===== src/sv/isort_pkg.sv =====
package isort_pkg;

  localparam int MAX_ITEMS_DEF = 16;
  localparam int DATA_W        = 32;

  // register index of the order select
  localparam logic REG_DESC = 1'b0;

  typedef struct packed {
    logic signed [DATA_W-1:0] value;
    logic                     last_in;
  } in_item_t;

  typedef struct packed {
    logic signed [DATA_W-1:0] sorted_value;
    logic                     last_out;
    logic                     overflow;
  } out_item_t;

  typedef struct packed {
    logic walk_start;
    logic set_ovf;
    logic shift;
    logic place;
    logic emit;
    logic clr_run;
  } dp_cmd_t;

  typedef struct packed {
    logic full;
    logic empty;
    logic ahead;
    logic j_one;
    logic k_last;
  } dp_stat_t;

endpackage


===== src/sv/isort_ctrl.sv =====
module isort_ctrl import isort_pkg::*; (
  input  logic     clk,
  input  logic     rst_n,
  input  logic     start,
  input  logic     last_in,
  input  dp_stat_t stat,
  output dp_cmd_t  cmd,
  output logic     busy
);

  localparam logic [1:0] S_IDLE  = 2'd0;
  localparam logic [1:0] S_WALK  = 2'd1;
  localparam logic [1:0] S_PLACE = 2'd2;
  localparam logic [1:0] S_EMIT  = 2'd3;

  logic [1:0] state_r, state_nxt;
  logic       last_r, last_nxt;

  always_comb begin
    state_nxt = state_r;
    last_nxt  = last_r;
    cmd       = '0;
    case (state_r)
      S_IDLE: begin
        if (start) begin
          last_nxt = last_in;
          if (stat.full) begin
            // store full: drop the item, still emit if the run ends here
            cmd.set_ovf = 1'b1;
            if (last_in) state_nxt = S_EMIT;
          end else begin
            cmd.walk_start = 1'b1;
            state_nxt = stat.empty ? S_PLACE : S_WALK;
          end
        end
      end
      S_WALK: begin
        if (stat.ahead) begin
          cmd.shift = 1'b1;
          state_nxt = stat.j_one ? S_PLACE : S_WALK;
        end else begin
          cmd.place = 1'b1;
          state_nxt = last_r ? S_EMIT : S_IDLE;
        end
      end
      S_PLACE: begin
        cmd.place = 1'b1;
        state_nxt = last_r ? S_EMIT : S_IDLE;
      end
      S_EMIT: begin
        cmd.emit = 1'b1;
        if (stat.k_last) begin
          cmd.clr_run = 1'b1;
          state_nxt   = S_IDLE;
        end
      end
      default: begin
        state_nxt = S_IDLE;
      end
    endcase
  end

  always_ff @(posedge clk) begin
    if (!rst_n) begin
      state_r <= S_IDLE;
      last_r  <= 1'b0;
    end else begin
      state_r <= state_nxt;
      last_r  <= last_nxt;
    end
  end

  assign busy = (state_r != S_IDLE);

endmodule


===== src/sv/isort_dp.sv =====
module isort_dp import isort_pkg::*; #(
  parameter int MAX_ITEMS = MAX_ITEMS_DEF
) (
  input  logic                     clk,
  input  logic                     rst_n,
  input  dp_cmd_t                  cmd,
  input  logic signed [DATA_W-1:0] in_value,
  input  logic                     desc,
  output dp_stat_t                 stat,
  output out_item_t                out_item,
  output logic                     out_strobe
);

  localparam int AW = (MAX_ITEMS > 1) ? $clog2(MAX_ITEMS) : 1;
  localparam int CW = $clog2(MAX_ITEMS + 1);

  logic signed [DATA_W-1:0] mem [MAX_ITEMS];
  logic signed [DATA_W-1:0] rd_data_r;
  logic signed [DATA_W-1:0] val_r, val_nxt;
  logic [AW-1:0]            rd_addr;
  logic [AW-1:0]            wr_addr;
  logic signed [DATA_W-1:0] wr_data;
  logic                     wr_en;
  logic [AW-1:0]            j_r, j_nxt;
  logic [AW-1:0]            k_r, k_nxt;
  logic [CW-1:0]            count_r, count_nxt;
  logic                     ovf_r, ovf_nxt;
  logic                     strobe_r;
  logic                     olast_r, olast_nxt;
  logic                     oovf_r;

  assign stat.full   = (count_r == CW'(MAX_ITEMS));
  assign stat.empty  = (count_r == '0);
  assign stat.ahead  = desc ? (val_r > rd_data_r) : (val_r < rd_data_r);
  assign stat.j_one  = (j_r == AW'(1));
  assign stat.k_last = ((CW'(k_r) + CW'(1)) == count_r);

  always_comb begin
    rd_addr   = k_r;
    wr_en     = 1'b0;
    wr_addr   = j_r;
    wr_data   = val_r;
    val_nxt   = val_r;
    j_nxt     = j_r;
    k_nxt     = k_r;
    count_nxt = count_r;
    ovf_nxt   = ovf_r;
    olast_nxt = olast_r;
    if (cmd.walk_start) begin
      val_nxt = in_value;
      j_nxt   = AW'(count_r);
      rd_addr = AW'(count_r - CW'(1));
    end
    if (cmd.set_ovf) ovf_nxt = 1'b1;
    if (cmd.shift) begin
      // move the stored entry up one slot and fetch the next lower one
      wr_en   = 1'b1;
      wr_data = rd_data_r;
      j_nxt   = j_r - AW'(1);
      rd_addr = j_r - AW'(2);
    end
    if (cmd.place) begin
      wr_en     = 1'b1;
      count_nxt = count_r + CW'(1);
    end
    if (cmd.emit) begin
      rd_addr   = k_r;
      k_nxt     = k_r + AW'(1);
      olast_nxt = stat.k_last;
    end
    if (cmd.clr_run) begin
      count_nxt = '0;
      ovf_nxt   = 1'b0;
      k_nxt     = '0;
    end
  end

  always_ff @(posedge clk) begin
    if (wr_en) mem[wr_addr] <= wr_data;
    rd_data_r <= mem[rd_addr];
  end

  always_ff @(posedge clk) begin
    val_r   <= val_nxt;
    olast_r <= olast_nxt;
    oovf_r  <= ovf_r;
  end

  always_ff @(posedge clk) begin
    if (!rst_n) begin
      j_r      <= '0;
      k_r      <= '0;
      count_r  <= '0;
      ovf_r    <= 1'b0;
      strobe_r <= 1'b0;
    end else begin
      j_r      <= j_nxt;
      k_r      <= k_nxt;
      count_r  <= count_nxt;
      ovf_r    <= ovf_nxt;
      strobe_r <= cmd.emit;
    end
  end

  assign out_strobe            = strobe_r;
  assign out_item.sorted_value = rd_data_r;
  assign out_item.last_out     = olast_r;
  assign out_item.overflow     = oovf_r;

endmodule


===== src/sv/insertion_sort_with_order_core.sv =====
// channel  direction  handshake                       payload
// input    in         start & !busy                   in_item   (value, last_in)
// result   out        out_strobe, one per item        out_item  (sorted_value, last_out, overflow)
// config   in         psel & penable & pwrite         paddr, pwdata -> descending
//
// an item without last_in takes a start step, one shift step per entry that it passes in
// the insertion walk over the store's single read port, and a place step
// an item with last_in then adds emission of the whole store, one result per cycle
// a dropped item (store full) takes only the start step, plus emission if it ends the run
// rst_n is synchronous, active low; the store holds no reset and needs no clearing
// results cannot be stalled; busy falls in the cycle the last result is on the ports
module insertion_sort_with_order_core import isort_pkg::*; #(
  parameter int MAX_ITEMS = MAX_ITEMS_DEF
) (
  input  logic        clk,
  input  logic        rst_n,
  input  logic        start,
  output logic        busy,
  input  in_item_t    in_item,
  output logic        out_strobe,
  output out_item_t   out_item,
  input  logic        psel,
  input  logic        penable,
  input  logic        pwrite,
  input  logic [2:0]  paddr,
  input  logic [31:0] pwdata,
  output logic [31:0] prdata,
  output logic        pready
);

  dp_cmd_t  cmd;
  dp_stat_t stat;
  logic     desc_r, desc_nxt;
  logic     ctrl_start;

  assign pready = 1'b1;

  always_comb begin
    desc_nxt = desc_r;
    if (psel && penable && pwrite && (paddr[2] == REG_DESC)) desc_nxt = pwdata[0];
  end

  always_ff @(posedge clk) begin
    if (!rst_n) desc_r <= 1'b0;
    else        desc_r <= desc_nxt;
  end

  assign prdata = (paddr[2] == REG_DESC) ? {31'b0, desc_r} : 32'b0;

  assign ctrl_start = start && !busy;

  isort_ctrl u_ctrl (
    .clk     (clk),
    .rst_n   (rst_n),
    .start   (ctrl_start),
    .last_in (in_item.last_in),
    .stat    (stat),
    .cmd     (cmd),
    .busy    (busy)
  );

  isort_dp #(
    .MAX_ITEMS (MAX_ITEMS)
  ) u_dp (
    .clk        (clk),
    .rst_n      (rst_n),
    .cmd        (cmd),
    .in_value   (in_item.value),
    .desc       (desc_r),
    .stat       (stat),
    .out_item   (out_item),
    .out_strobe (out_strobe)
  );

`ifndef SYNTHESIS
  a_strobe_after_busy: assert property (@(posedge clk) disable iff (!rst_n)
    out_strobe |-> $past(busy))
    else $error("result issued without a run in progress");

  a_last_busy: assert property (@(posedge clk) disable iff (!rst_n)
    (start && !busy && in_item.last_in) |=> busy)
    else $error("run end item did not start emission");

  a_last_ends: assert property (@(posedge clk) disable iff (!rst_n)
    (out_strobe && out_item.last_out) |=> !out_strobe)
    else $error("result after final item of run");

  a_emit_count: assert property (@(posedge clk) disable iff (!rst_n)
    (cmd.emit && stat.k_last) |=> (stat.empty && !busy))
    else $error("run state not cleared after emission");
`endif

endmodule


===== config.mk =====
export PLATFORM = sky130hd
export DESIGN_NAME = insertion_sort_with_order_core
export DESIGN_NICKNAME = d
export VERILOG_FILES = /design/src/sv/isort_pkg.sv /design/src/sv/isort_ctrl.sv /design/src/sv/isort_dp.sv /design/src/sv/insertion_sort_with_order_core.sv
export SDC_FILE = /design/constraint.sdc
export NUM_CORES = 1
export LEC_CHECK = 0
export BUFFER_PORTS_ARGS = -buffer_cell sky130_fd_sc_hd__buf_2
export CELL_PAD_IN_SITES_DETAIL_PLACEMENT = 1
export CELL_PAD_IN_SITES_GLOBAL_PLACEMENT = 1
export CORE_MARGIN = 8
export CORE_UTILIZATION = 45
export CTS_CLUSTER_SIZE = 12
export DETAILED_ROUTE_END_ITERATION = 8
export PLACE_DENSITY = 0.75
export SETUP_SLACK_MARGIN = 0.15
export SLEW_MARGIN = 20
export SYNTH_ARGS = -nofsm -noshare
export SYNTH_HDL_FRONTEND = slang
export SYNTH_SLANG_ARGS = --single-unit

===== constraint.sdc =====
create_clock -name clk -period 10.3 [get_ports clk]
set_clock_uncertainty 0.1 [all_clocks]
set_input_delay 2.06 -clock clk [delete_from_list [all_inputs] [get_ports clk]]
set_output_delay 2.06 -clock clk [all_outputs]
set_load 0.02 [all_outputs]

Word level (Yosys, flattened, before mapping) --
Memory sizes are Yosys's and may differ from the RTL's. A register that Yosys moved wholly into a read port is not among the register bits. Index checks and enable logic that the tools add are counted. Widths: inputs -> output; s select.
Operators by class: add/sub/neg operators 6, order comparisons 2, bitwise logic cells 2, reductions and logical operators 12, muxes and demuxes 31, equality and inequality tests 9
Operator list (count):
- $gt 32x32->1 | 1
- $lt 32x32->1 | 1
- $mux 32 | 1
- $mux 2 | 11
- $mux 4 | 5
- $mux 1 | 12
- $pmux 2 s4 | 1
- $sub 4x1->4 const B | 2
- $add 4x1->5 const B | 1
- $add 5x1->5 const B | 1
- $eq 5x5->1 | 1
- $eq 5x5->1 const B | 1
- $logic_not 5->1 | 1
- $add 4x1->4 const B | 1
- $eq 2x2->1 const B | 2
- $eq 4x1->1 const B | 1
- $logic_and 1x1->1 | 4
- $ne 2x2->1 const B | 2
- $reduce_bool 2->1 | 2
- $sub 4x2->4 const B | 1
- $ne 3x3->1 const B | 1
- $reduce_and 3->1 | 1
- $eq 2x1->1 const B | 1
- $logic_not 2->1 | 1
- other kinds (5) | 6
Word-level totals: memories kept 1, register bits 53, RAM bits 512, word-level logic and storage cells 74
Memories:
- u_dp.mem | words 16, width 32, rd ports 1, clocked after Yosys merged registers in 1, write ports 1, RTL line isort_dp.sv:17 | logic signed [DATA_W-1:0] mem [MAX_ITEMS];

Longest topological paths before layout --
depth after elaboration 8, gate-level depth with buffers 16

Cells and area by module --
From an unflattened synthesis, not the netlist that was laid out.
Unflattened totals: cell total of the unflattened synthesis 1226, area, all modules 24086.9 um^2
By module, submodules not included:
- isort_dp | sequential area each 17326.6 um^2, instances 1, area each 23436.2 um^2, cells an instance 1144
- isort_ctrl | sequential area each 60.1 um^2, instances 1, area each 329.1 um^2, cells an instance 41
- insertion_sort_with_order_core | sequential area each 20.0 um^2, instances 1, area each 321.6 um^2, cells an instance 41

Least setup slack after synthesis --
OpenSTA, ideal clock, no wires.
path kind input-to-reg, start point input port start, end point register u_dp.rd_data_r[0] (read register of u_dp.mem), library setup time 0.130 ns, path slack 5.641 ns, stages 10, arrival 4.429 ns, buffers on the path 2, required time 10.070 ns, cells stage by stage nand3_1 inv_1 nand2_1 mux2_4 o22a_1 buf_4 buf_2 a211o_1 o211ai_1 nand4_1
RTL lines:
- start: declaration | RTL line insertion_sort_with_order_core.sv:17 | input logic start,
- end: declaration | RTL line isort_dp.sv:18 | logic signed [DATA_W-1:0] rd_data_r;

Worst setup path in the final report --
start point register u_dp.val_r[31], end point register u_dp.rd_data_r[26] (read register of u_dp.mem)
On the way: word-level cells in the longest chain between the ends 6, elaborated cells on any way between the ends 7, classes of those cells 2 x order compare; 5 x mux
Ends and longest elaborated chain:
- start: declaration | RTL line isort_dp.sv:19 | logic signed [DATA_W-1:0] val_r, val_nxt;
- start signal: assignment | RTL line isort_dp.sv:84 | val_r <= val_nxt;
- $lt 32x32->1 or $gt 32x32->1 (tied branches) | RTL line isort_dp.sv:34 | assign stat.ahead = desc ? (val_r > rd_data_r) : (val_r < rd_data_r);
- $mux 1 * | RTL line isort_dp.sv:34
- $mux 1 * | RTL line isort_ctrl.sv:38 | if (stat.ahead) begin
- $mux 1 * | RTL line isort_ctrl.sv:23 | case (state_r)
- $mux 4 * | RTL line isort_dp.sv:55 | if (cmd.shift) begin
- $mux 4 * | RTL line isort_dp.sv:66 | if (cmd.emit) begin
Every way passes the cells marked *; elsewhere a longest branch is shown, timed or not. A chain may end at the register's enable or synchronous reset.

==> summary.md <==
| Metric | Value |
|---|---|
| Routed WL | 72200 microns |
| Clock Root Buffer | clkbuf_16 |
| Drt pass-1 iters | 5 |
| Starting Density | 0.456 |
| Setup bufs post-CTS | 0 |
| RSZ-0062 raised after global routing | false |
| Maximum buffer depth of the clock tree | 3 |
| Post-CTS sizing | 0 |
| Top cells by area, synth | edfxtp_1 (64%), o221a_2 (5.6%), a211o_1 (4.4%), dfxtp_1 (4.0%), o211ai_1 (3.8%) |
| Vert. Die Dim | 255 microns |
| Rows | a little under 90 |
| Max-Cap Viols | 0 |
| Worst-margin pin slew | between 1 and 1.5 ns |
| Global-route wire length before repair | between 100000 and 150000 microns |
| Cell Pwr Density | 325 mW/mm^2 |
| Syn_area_per_cell | ~15 sq um |
| Fin. Hold Viols | 0 |
| Run status | finished clean |
| Routed len/inst | 28.3 microns |
| Yosys warns | 0 |
| Largest net degree at the start of global routing | ~120 |
| Async S/R FF share, synth | 0 |
| Slew margin rel. | 0.262 |
| Number of diodes | 0 |
| Nets | between 1500 and 2000 |
| Crit path kind | flop to flop |
| Endpoint class of the critical path | flop |
| Placed cell area | 0.0270 sq mm |
| Cell area after synthesis | between 0.02 and 0.03 sq mm |
| Vias in the first global route | 16702 |
| Max Fclk | about 150 MHz |
| Tot GR Track Use | 0.219 |
| Num Clock Sinks | 597 |
| Port bufs | 77 |
| Vias per cell | between 6 and 7 |
| Initial DRC Count | approximately 1800 |
| Design area | 0.0291 sq mm |
| Die area | 0.0651 sq mm |
| Final Critical Period | approximately 7 ns |
| Antenna violations before repair | 1 |
| Hold Path Class | flop to flop |
| Post-Synthesis Cells | approximately 1700 |
| Final setup violation count | 0 |
| # hold bufs at CTS | 0 |
| Synth Flop Type | edfxtp_1 |
| GPL Wtd Cong | about 0.75 |
| Slew Limit Fails | 0 |
| CTS buffer count | between 60 and 70 |
| Gr ovfl total | 0 |
| Seq/Total Area, Yosys | 0.676 |
| Tcrit/Tclk final | 0.660 |
| Num ports | approximately 140 |
| H-tree level count | 3 |
| Post-DRT Antenna Nets | 0 |
| Post-synth top area share | 0.636 |
| Worst Setup Start Kind | flop |
| EDFF count, synth | between 500 and 600 |
| Detail Placement HPWL | ~37000 microns |
| CTS tree | built |
| Critical path data required time | between 10 and 15 ns |
| Via Count | roughly 16000 |
| Critical Path AT | slightly above 7 ns |
| VDD IR max | approximately 0.00020 V |
| Area grow syn2layout | 13.0% |
| Skew-Pair Late Insertion Delay | 0.61 ns |
| Drt drc | 0 |
| Pleak | 10.1 nW |
| Netlist cell types | 58 |
| Worst-path fanout max | 65 |
| Layout cells sized above 1 | 0.255 |
| Register bit total from synthesis | approximately 600 |
| Chip width | 255 microns |
| Leading area contributor after synthesis | edfxtp_1 |
| Setup_tns | 0 ns |
| Core footprint | 0.0565 sq mm |
| Clock-pin slew on the worst setup and hold paths | 0.06 ns |
[worst max-delay path, cell delays in order, from the launching register on]
cell	delay [ns]
edfxtp_1	0.41
ha_1	0.50
nand4_1	0.31
nor4_1	0.91
nand3_1	0.28
and4_1	0.30
o21ai_1	0.14
and4_2	0.28
buf_4	0.39
a31oi_4	0.13
buf_4	0.40
o22ai_4	0.83
buf_4	0.78
mux2_2	0.41
o211ai_1	0.17
nand4_1	0.19
[registers in the layout (all words and copies together) (netlist names)]
signal	flops
u_dp.mem	512
u_dp.rd_data_r	32
u_dp.val_r	32
u_dp.count_r	5
u_dp.j_r	4
u_dp.k_r	4
u_ctrl.state_r	2
desc_r	1
u_ctrl.last_r	1
u_dp.olast_r	1
u_dp.oovf_r	1
u_dp.out_strobe	1
u_dp.ovf_r	1
[cells in the mapped netlist, types with 37 or more instances]
| cell type | instances |
|---|---|
| a211o_1 | 128 |
| buf_2 | 37 |
| buf_4 | 42 |
| clkbuf_1 | 90 |
| dfxtp_1 | 52 |
| edfxtp_1 | 545 |
| ha_1 | 46 |
| inv_1 | 46 |
| mux2_1 | 62 |
| mux2_2 | 66 |
| nand2_1 | 56 |
| nand4_1 | 46 |
| nor2_1 | 39 |
| o211ai_1 | 132 |
| o21ai_0 | 39 |
| o221a_2 | 128 |
[kinds of logic (layout without fill, tap and decap cells)]
logic type,count (synthesis),count (layout),synth area share
fa+ha+maj,46,46,0.0224
simple gates,182,182,0.0347
flops,597,597,0.676
xor+xnor,14,14,0.00476
buf+inv,225,308,0.0416
compound gates,481,481,0.162
mux,133,133,0.0581
other cells,2,32,0.000292
[cell usage in the layout, fill, tap and decap left out, drive strengths merged, types with 2 or more instances in the layout]
cell      count
nor2b         7
clkinv       13
nand2b        4
ha           46
mux2i         4
buf         143
xnor2         7
nand4        46
clkinvlp      4
nand3        10
dfxtp        52
nor3          7
o221a       128
o22a          2
a211o       128
o21ai        42
nor3b         2
o22ai         4
nor2         41
a21oi        19
and2          2
xor2          7
edfxtp      545
clkbuf       96
a31oi         5
mux2        129
conb         32
a21boi        5
a21o          4
o211ai      133
inv          49
bufinv        3
nand2        56
and4          3
[routing by layer]
| metal | vias to the layer above | GRT usage | part of all wire | wire length, microns |
|---|---|---|---|---|
| li1 | 6870 | - | - | - |
| met1 | 8324 | 0.292 | 0.42 | 30100 |
| met2 | 678 | 0.365 | 0.49 | 35000 |
| met3 | 135 | 0.0374 | 0.071 | 5160 |
| met4 | 0 | 0.0679 | 0.026 | 1890 |
| met5 | - | 0 | 0 | 0 |
[cell type report]
| type | count | area [sq um] |
|---|---|---|
| sequential | 597 | 17400 |
| multi-input combinational | 888 | 7550 |
| tap | 756 | 946 |
| clock buffer | 96 | 1880 |
| timing repair buffer | 143 | 893 |
| fill | 5354 | 27400 |
| inverter | 46 | 173 |
| clock inverter | 23 | 236 |
[path summary, 6_finish.rpt]
check	start	slack, ns	end	cells after the start
setup / recovery	u_dp.val_r[31]	3.50	u_dp.rd_data_r[26]	15
hold / removal	u_dp.ovf_r	0.26	u_dp.oovf_r	0
setup reg to reg	u_dp.val_r[31]	3.50	u_dp.rd_data_r[26]	15
hold reg to reg	u_dp.ovf_r	0.26	u_dp.oovf_r	0
[per-stage QoR]
stage               setup slack, ns  hold slack, ns  total power, W   util  std cells
CTS                            3.53           0.272         0.00949  0.515       2549
finish                         3.50           0.265         0.00946  0.515       2549
detailed placement             3.57           0.270         0.00716  0.477       2430
floorplan                      5.64           0.231         0.00593      -       1710
global route                   3.22           0.271         0.00986  0.515       2549
global placement               3.67           0.248         0.00702  0.477       2430
[power breakdown]
part	switching (W)	leakage (nW)	internal, W
clock network	0.000956	1.01	0.00135
registers	0.000129	5.36	0.00319
logic	0.00250	3.69	0.00133
total	0.00359	10.1	0.00587
(Power assumes the default switching activity.)
